### src/hw/rtl/fr_pkg.sv
`default_nettype none
package fr_pkg;

  localparam int WIDTH_DEFAULT = 32;

  typedef enum logic [2:0] {
    ST_IDLE,
    ST_GCD,
    ST_DIVN,
    ST_DIVD,
    ST_DONE
  } state_t;

  // controller to datapath
  typedef struct packed {
    logic load;
    logic gcd_step;
    logic div_start;
    logic div_sel;    // 0: numerator, 1: denominator
    logic store_qn;
    logic store_qd;
    logic out_load;
  } cmd_t;

  // datapath to controller
  typedef struct packed {
    logic dzero;
    logic gcd_done;
    logic div_done;
    logic out_busy;
  } sts_t;

endpackage
`default_nettype wire

### src/hw/rtl/fr_div.sv
`default_nettype none
module fr_div #(
  parameter int N = fr_pkg::WIDTH_DEFAULT - 1
) (
  input  wire logic         clk,
  input  wire logic         rst,
  input  wire logic         start,
  input  wire logic [N-1:0] dividend,
  input  wire logic [N-1:0] divisor,
  output logic              done,
  output logic [N-1:0]      quotient
);

  localparam int CW = $clog2(N);

  logic [N-1:0]  rem;
  logic [N-1:0]  dsr;
  logic [CW-1:0] cnt;
  logic          busy;
  logic [N:0]    shifted;
  logic [N:0]    diff;
  logic          ge;

  // restoring division, one quotient bit per cycle
  always_comb begin
    shifted = {rem, quotient[N-1]};
    diff    = shifted - {1'b0, dsr};
    ge      = !diff[N];
  end

  always_ff @(posedge clk) begin
    if (rst) begin
      busy <= 1'b0;
      done <= 1'b0;
      cnt  <= '0;
    end else begin
      done <= 1'b0;
      if (start) begin
        busy <= 1'b1;
        cnt  <= CW'(N - 1);
      end else if (busy) begin
        cnt <= cnt - 1'b1;
        if (cnt == '0) begin
          busy <= 1'b0;
          done <= 1'b1;
        end
      end
    end
  end

  always_ff @(posedge clk) begin
    if (start) begin
      rem      <= '0;
      quotient <= dividend;
      dsr      <= divisor;
    end else if (busy) begin
      rem      <= ge ? diff[N-1:0] : shifted[N-1:0];
      quotient <= {quotient[N-2:0], ge};
    end
  end

endmodule
`default_nettype wire

### src/hw/rtl/fr_dp.sv
`default_nettype none
module fr_dp #(
  parameter int WIDTH = fr_pkg::WIDTH_DEFAULT
) (
  input  wire logic             clk,
  input  wire logic             rst,
  input  wire fr_pkg::cmd_t     cmd,
  output fr_pkg::sts_t          sts,
  input  wire logic [WIDTH-1:0] in_num,
  input  wire logic [WIDTH-1:0] in_den,
  input  wire logic             out_ready,
  output logic                  out_valid,
  output logic [WIDTH-1:0]      out_num,
  output logic [WIDTH-2:0]      out_den,
  output logic                  out_zero
);

  localparam int M = WIDTH - 1;

  logic [WIDTH-1:0] nabs, dabs;
  logic [M-1:0]     nmag_in, dmag_in;
  logic             nneg, dneg, dzero;
  logic [M-1:0]     a, b, nq, dq, qn, qd;
  logic [M-1:0]     g, diff, mag_out;
  logic             a_ge_b, neg_out;
  logic             div_done;
  logic [M-1:0]     quotient;
  logic [WIDTH-1:0] mag_ext;

  // magnitudes, most negative input saturates
  always_comb begin
    nabs    = in_num[WIDTH-1] ? (~in_num + 1'b1) : in_num;
    dabs    = in_den[WIDTH-1] ? (~in_den + 1'b1) : in_den;
    nmag_in = nabs[WIDTH-1] ? {M{1'b1}} : nabs[M-1:0];
    dmag_in = dabs[WIDTH-1] ? {M{1'b1}} : dabs[M-1:0];
  end

  always_comb begin
    a_ge_b = a >= b;
    diff   = a_ge_b ? (a - b) : (b - a);
    g      = (a == '0) ? b : a;
  end

  // binary gcd, the common power of two is stripped from nq and dq as it goes
  always_ff @(posedge clk) begin
    if (cmd.load) begin
      nneg  <= in_num[WIDTH-1];
      dneg  <= in_den[WIDTH-1];
      dzero <= dmag_in == '0;
      a     <= nmag_in;
      b     <= dmag_in;
      nq    <= nmag_in;
      dq    <= dmag_in;
    end else if (cmd.gcd_step) begin
      if (!a[0] && !b[0]) begin
        a  <= a >> 1;
        b  <= b >> 1;
        nq <= nq >> 1;
        dq <= dq >> 1;
      end else if (!a[0]) begin
        a <= a >> 1;
      end else if (!b[0]) begin
        b <= b >> 1;
      end else if (a_ge_b) begin
        a <= diff >> 1;
      end else begin
        b <= diff >> 1;
      end
    end
    if (cmd.store_qn) qn <= quotient;
    if (cmd.store_qd) qd <= quotient;
  end

  fr_div #(.N(M)) u_div (
    .clk      (clk),
    .rst      (rst),
    .start    (cmd.div_start),
    .dividend (cmd.div_sel ? dq : nq),
    .divisor  (g),
    .done     (div_done),
    .quotient (quotient)
  );

  always_comb begin
    mag_out = dzero ? nq : qn;
    neg_out = dzero ? nneg : ((nneg != dneg) && (qn != '0));
    mag_ext = {1'b0, mag_out};
  end

  always_ff @(posedge clk) begin
    if (rst) begin
      out_valid <= 1'b0;
    end else if (cmd.out_load) begin
      out_valid <= 1'b1;
    end else if (out_ready) begin
      out_valid <= 1'b0;
    end
  end

  always_ff @(posedge clk) begin
    if (cmd.out_load) begin
      out_num  <= neg_out ? (~mag_ext + 1'b1) : mag_ext;
      out_den  <= dzero ? '0 : qd;
      out_zero <= dzero;
    end
  end

  always_comb begin
    sts.dzero    = dzero;
    sts.gcd_done = (a == '0) || (b == '0);
    sts.div_done = div_done;
    sts.out_busy = out_valid && !out_ready;
  end

endmodule
`default_nettype wire

### src/hw/rtl/fr_ctrl.sv
`default_nettype none
module fr_ctrl (
  input  wire logic         clk,
  input  wire logic         rst,
  input  wire logic         in_valid,
  output logic              in_ready,
  input  wire fr_pkg::sts_t sts,
  output fr_pkg::cmd_t      cmd
);

  fr_pkg::state_t state, state_next;

  always_ff @(posedge clk) begin
    if (rst) begin
      state <= fr_pkg::ST_IDLE;
    end else begin
      state <= state_next;
    end
  end

  always_comb begin
    state_next = state;
    cmd        = '0;
    in_ready   = 1'b0;
    unique case (state)
      fr_pkg::ST_IDLE: begin
        in_ready = 1'b1;
        if (in_valid) begin
          cmd.load   = 1'b1;
          state_next = fr_pkg::ST_GCD;
        end
      end
      fr_pkg::ST_GCD: begin
        if (sts.dzero) begin
          state_next = fr_pkg::ST_DONE;
        end else if (sts.gcd_done) begin
          cmd.div_start = 1'b1;
          cmd.div_sel   = 1'b0;
          state_next    = fr_pkg::ST_DIVN;
        end else begin
          cmd.gcd_step = 1'b1;
        end
      end
      fr_pkg::ST_DIVN: begin
        if (sts.div_done) begin
          cmd.store_qn  = 1'b1;
          cmd.div_start = 1'b1;
          cmd.div_sel   = 1'b1;
          state_next    = fr_pkg::ST_DIVD;
        end
      end
      fr_pkg::ST_DIVD: begin
        if (sts.div_done) begin
          cmd.store_qd = 1'b1;
          state_next   = fr_pkg::ST_DONE;
        end
      end
      fr_pkg::ST_DONE: begin
        if (!sts.out_busy) begin
          cmd.out_load = 1'b1;
          state_next   = fr_pkg::ST_IDLE;
        end
      end
      default: begin
        state_next = fr_pkg::ST_IDLE;
      end
    endcase
  end

endmodule
`default_nettype wire

### src/hw/rtl/fraction_reduce.sv
// fraction_reduce: reduces numerator/denominator to lowest terms with a
// positive denominator.
// input stream s_axis: one transfer carries one fraction. s_axis_tready is
// high only while the block is free, so items are taken one at a time.
// output stream m_axis: one transfer per input item, in order. tuser flags a
// zero denominator; the numerator then passes through and the denominator is 0.
// from the s_axis transfer to m_axis_tvalid, the block runs the binary gcd
// (one subtract-or-shift per cycle), then two divisions on a shared
// restoring divider at WIDTH-1 quotient bits each; a zero denominator skips
// the gcd and both divisions. a new item is taken only once the last has
// left the gcd loop and the divider. the result sits in an output register,
// so the next item is accepted and worked on while a finished result waits
// for m_axis_tready.
// when the receiver stalls, m_axis holds its data; only when a second
// result is ready does the block wait and keep s_axis_tready low.
// reset (rst, synchronous) returns the controller to idle and drops
// m_axis_tvalid; no clearing pass is needed.
`default_nettype none
module fraction_reduce #(
  parameter int WIDTH = fr_pkg::WIDTH_DEFAULT
) (
  input  wire logic                                clk,
  input  wire logic                                rst,
  input  wire logic                                s_axis_tvalid,
  output logic                                     s_axis_tready,
  // numerator, denominator
  input  wire logic [((2*WIDTH+7)/8)*8-1:0]        s_axis_tdata,
  output logic                                     m_axis_tvalid,
  input  wire logic                                m_axis_tready,
  // reduced_numerator, reduced_denominator, zero pad
  output logic [((2*WIDTH-1+7)/8)*8-1:0]           m_axis_tdata,
  // zero_denominator
  output logic                                     m_axis_tuser
);

  localparam int OUT_W = ((2 * WIDTH - 1 + 7) / 8) * 8;

  fr_pkg::cmd_t     cmd;
  fr_pkg::sts_t     sts;
  logic [WIDTH-1:0] out_num;
  logic [WIDTH-2:0] out_den;

  fr_ctrl u_ctrl (
    .clk      (clk),
    .rst      (rst),
    .in_valid (s_axis_tvalid),
    .in_ready (s_axis_tready),
    .sts      (sts),
    .cmd      (cmd)
  );

  fr_dp #(.WIDTH(WIDTH)) u_dp (
    .clk       (clk),
    .rst       (rst),
    .cmd       (cmd),
    .sts       (sts),
    .in_num    (s_axis_tdata[WIDTH-1:0]),
    .in_den    (s_axis_tdata[2*WIDTH-1:WIDTH]),
    .out_ready (m_axis_tready),
    .out_valid (m_axis_tvalid),
    .out_num   (out_num),
    .out_den   (out_den),
    .out_zero  (m_axis_tuser)
  );

  assign m_axis_tdata = OUT_W'({out_den, out_num});

endmodule
`default_nettype wire

### config.mk
export PLATFORM = sky130hd
export DESIGN_NAME = fraction_reduce
export DESIGN_NICKNAME = d
export VERILOG_FILES = /design/src/hw/rtl/fr_pkg.sv /design/src/hw/rtl/fr_div.sv /design/src/hw/rtl/fr_dp.sv /design/src/hw/rtl/fr_ctrl.sv /design/src/hw/rtl/fraction_reduce.sv
export SDC_FILE = /design/constraint.sdc
export NUM_CORES = 1
export LEC_CHECK = 0
export ABC_CLOCK_PERIOD_IN_PS = 8400
export BUFFER_PORTS_ARGS = -buffer_cell sky130_fd_sc_hd__clkbuf_2
export CAP_MARGIN = 10
export CORE_ASPECT_RATIO = 1.75
export CORE_MARGIN = 3
export CORE_UTILIZATION = 40
export CTS_CLUSTER_SIZE = 40
export DETAILED_ROUTE_END_ITERATION = 10
export MAX_ROUTING_LAYER = met4
export SLEW_MARGIN = 20
export SYNTH_ARGS = -nofsm -noshare
export SYNTH_HDL_FRONTEND = slang
export SYNTH_SLANG_ARGS = --single-unit
### constraint.sdc
create_clock -name clk -period 8.4 [get_ports clk]
set_input_delay 1.26 -clock clk [delete_from_list [all_inputs] [get_ports clk]]
set_output_delay 1.26 -clock clk [all_outputs]
set_load 0.02 [all_outputs]
==> results.py <==
metrics = {
    "power": {
        "ir_worst_vdd_uv": 176,
        "total_power_w": 0.00652,
        "internal_power_w": 0.00399,
        "pwr-share-comb": 0.374,
        "switching_share": 0.389,
        "power.leakage_nw": 9.43,
        "powerDensity_mw_per_mm2": 260,
        "power_frac_seq": 0.364,
        "p_clk_frac": 0.263,
        "power.switching_w": 0.00254,
    },
    "min_path": {
        "hold_end": "u_dp.qd[7]",
        "min_path_cells": 0,
        "hp-class": "reg2reg",
        "min_from": "u_dp.u_div.quotient[7]",
    },
    "logic_synthesis": {
        "synthesis.nets": 2513,
        "synth_edf_count": 315,
        "synth_top_family_by_area": "compound AO/OA/AOI/OAI gates",
        "synthAdderAreaFrac": 0.0582,
        "post_synth_xor_area_fraction": 0.0614,
        "ys_ff_latch": 357,
        "ys.flop_type": "edfxtp_1",
        "synth.cell_area_mm2": 0.0225,
        "syn_inst": 2342,
        "synthMuxAreaShare": 0.0392,
        "synth-simple-area-share": 0.151,
        "async_reset_ff_frac": 0,
        "synth_seq_area_share": 0.457,
        "ys_types": 83,
        "yosysWarnings": 0,
        "synth_compound_area_frac": 0.189,
        "avgSynthCellArea_um2": 9.62,
    },
    "timing": {
        "fin_skew_ns": 0.0311,
        "period_share": 0.528,
        "fin_crit_ns": 4.43,
        "maxSlewViolCount": 0,
        "hold_viol": 0,
        "setup_viol_count_final": 0,
        "worstMarginPinSlew_ns": 1.08,
        "fmax_mhz": 226,
        "fin_tns_setup_ns": 0,
        "relSlewSlack": 0.278,
        "rsz0062_at_grt": "no",
    },
    "floorplanning": {
        "die_y_um": 320,
        "core_mm2": 0.0555,
        "initial_core_util": 0.406,
        "dieArea_mm2": 0.0593,
        "rows": 114,
        "die_w_um": 185,
        "pin_count": 135,
    },
    "global_route": {
        "track_usage": 0.275,
        "antenna_found_initial": 4,
        "grt_pass1_wl_mm": 118,
        "gr-total-overflow": 0,
        "grt_max_degree": 90,
        "grt_pass1_vias": 18500,
    },
    "finish": {
        "final_common_cell": "edfxtp_1",
        "drive_gt1_frac": 0.107,
        "register_area_mm2": 0.0103,
        "layout_common_cells": "315 x edfxtp_1, 217 x a21oi_1, 208 x nor2_1",
        "syn_to_final_growth_pct": 11.3,
        "fin_nets": 2587,
        "n_fill_cell": 5348,
        "multi_input_area_mm2": 0.0113,
    },
    "cts": {
        "post_cts_buffers": 0,
        "clock_latency_ns": 0.57,
        "cts_buffers": 38,
        "cts.sinks": 357,
        "cts_tree": "built",
        "clockBufferDepth": 3,
        "holdBufCountCts": 0,
        "path_clk_slew_ns": 0.06,
        "cts_root_buf": "clkbuf_16",
        "cts_resized": 0,
        "htreeDepth": 2,
    },
    "routing": {
        "drt_first_pass_iters": 5,
        "postRouteAntennaNets": 0,
        "drt_wl_total_mm": 80.4,
        "drc": 0,
        "vias_per_cell": 6.00,
        "wire_per_inst_um": 25.6,
        "num_vias": 18900,
        "drt_iter0_markers": 1586,
    },
    "setup_path": {
        "r2r_slack_ns": 3.97,
        "r2r_start": "u_dp.a[29]",
        "cp_slowest_stage_delay_ns": 0.91,
        "critPathKind": "reg2reg",
        "path_delay_family": "simple AND/OR/NAND/NOR gates",
        "path_max_fanout": 29,
        "cp.required_ns": 8.66,
        "r2r_end": "u_dp.a[0]",
        "r2r_cells": 11,
        "cp_cell_sequence": "ha_1, nand3_1, nor4_1, and3_1, a211oi_1, and3_1, nand2b_1, nor2_1, buf_4, a22o_1, o21ai_0",
        "arrival_ns": 4.69,
        "cpMostUsedCell": "and3_1",
        "worst-path-buf-inv": 1,
        "cp-start-kind": "flop",
        "cp_slowest_cell": "nor4_1",
        "end_kind": "flop",
    },
    "job": {
        "max_cap_violations": 0,
    },
    "placement": {
        "io_buffers": 133,
        "globalplace.congestion": 0.984,
        "dp_hpwl_mm": 63.7,
    },
    "outcome": {
        "status": "finished clean",
    },
}
[final cells by class]
| class | instances | area share |
|---|---|---|
| multi-input combinational | 1734 | 0.451 |
| sequential | 357 | 0.411 |
| clock buffer | 45 | 0.0398 |
| timing repair buffer | 162 | 0.0352 |
| tap | 696 | 0.0347 |
| inverter | 123 | 0.0185 |
| clock inverter | 23 | 0.00913 |
| antenna | 3 | 0.000299 |
[synth_stat cells, types with 13 or more instances]
cell type | count | area [um2]
inv_1 | 122 | 458
clkbuf_1 | 113 | 424
nand2_1 | 174 | 653
nor4_1 | 33 | 206
a21o_1 | 41 | 308
o21a_1 | 27 | 203
o21bai_1 | 20 | 150
edfxtp_1 | 315 | 9460
o31ai_1 | 55 | 413
o21ai_0 | 164 | 821
a221oi_1 | 40 | 350
xor2_1 | 56 | 490
or3_1 | 19 | 119
nand4_1 | 20 | 125
nand3_1 | 32 | 160
a21oi_1 | 219 | 1100
nor2_1 | 210 | 788
xnor2_1 | 102 | 893
and2_1 | 15 | 93.8
a211oi_1 | 17 | 128
nor3_1 | 60 | 300
nor2b_1 | 51 | 319
ha_1 | 100 | 1250
a31oi_1 | 25 | 156
dfxtp_1 | 42 | 841
mux2i_1 | 86 | 861
nand2b_1 | 13 | 81.3
[cell families (layout without fill, tap and decap cells)]
kind of cell / after synthesis / after routing
DFF: 357 / 357
AOI/OAI and AO/OA: 685 / 685
xor gates and xnor gates: 158 / 158
adders and majority gates: 103 / 103
muxes: 88 / 88
other: 1 / 4
and+or+nand+nor: 699 / 699
buffers and inverters: 251 / 353
[power groups by stage]
stage | Sequential [W] | Clock (W) | Combinational, W
4_1_cts | 0.00236 | 0.00175 | 0.00240
3_5_place_dp | 0.00240 | 0 | 0.00239
3_3_place_gp | 0.00240 | 0 | 0.00239
2_1_floorplan | 0.00230 | 0 | 0.00165
6_report | 0.00237 | 0.00171 | 0.00244
5_1_grt | 0.00238 | 0.00181 | 0.00263
[worst reg2reg max path, cell delays in order, from the launching register on]
cell and delay [ns]:
edfxtp_1 0.50, ha_1 0.59, nand3_1 0.40, nor4_1 0.92
and3_1 0.26, a211oi_1 0.05, and3_1 0.38, nand2b_1 0.31
nor2_1 0.13, buf_4 0.35, a22o_1 0.19, o21ai_0 0.06
[state kept, by name, indices dropped and copies added (netlist names), 31 cells and up]
name / flops
u_dp.u_div.rem: 31
u_dp.u_div.dsr: 31
u_dp.out_den: 31
u_dp.out_num: 32
u_dp.dq: 31
u_dp.nq: 31
u_dp.b: 31
u_dp.qd: 31
u_dp.u_div.quotient: 31
u_dp.a: 31
u_dp.qn: 31
[per-layer routing]
| metal | up-vias | global-route usage | wire, um |
|---|---|---|---|
| li1 | 8781 | - | - |
| met1 | 9148 | 0.284 | 27900 |
| met2 | 716 | 0.498 | 42500 |
| met3 | 228 | 0.0294 | 4000 |
| met4 | 0 | 0.160 | 5970 |
| met5 | - | - | 0 |
[through the flow]
stage | setup slack [ns] | std cells | hold slack (ns) | utilization | area [um2]
2_1_floorplan | 2.19 | 2342 | 0.445 | - | 22500
3_3_place_gp | 3.62 | 3072 | 0.462 | 0.430 | 23800
3_5_place_dp | 3.59 | 3072 | 0.463 | 0.430 | 23800
4_1_cts | 4.03 | 3140 | 0.477 | 0.452 | 25100
5_1_grt | 3.72 | 3142 | 0.492 | 0.452 | 25100
6_report | 3.97 | 3143 | 0.485 | 0.452 | 25100
[worst max path at each step]
stage                        endpoint  depth (start not counted)                     from
floorplan                  u_dp.dq[0]                          5               u_dp.dzero
global placement           u_dp.dzero                         10         s_axis_tdata[32]
detailed placement         u_dp.dzero                         10         s_axis_tdata[32]
CTS                 u_dp.u_div.rem[9]                         12  u_dp.u_div.quotient[30]
global route        u_dp.u_div.rem[9]                         12       u_dp.u_div.dsr[18]
finish                      u_dp.a[0]                         11               u_dp.a[29]
No activity file was read; power rests on OpenSTA's default activity.
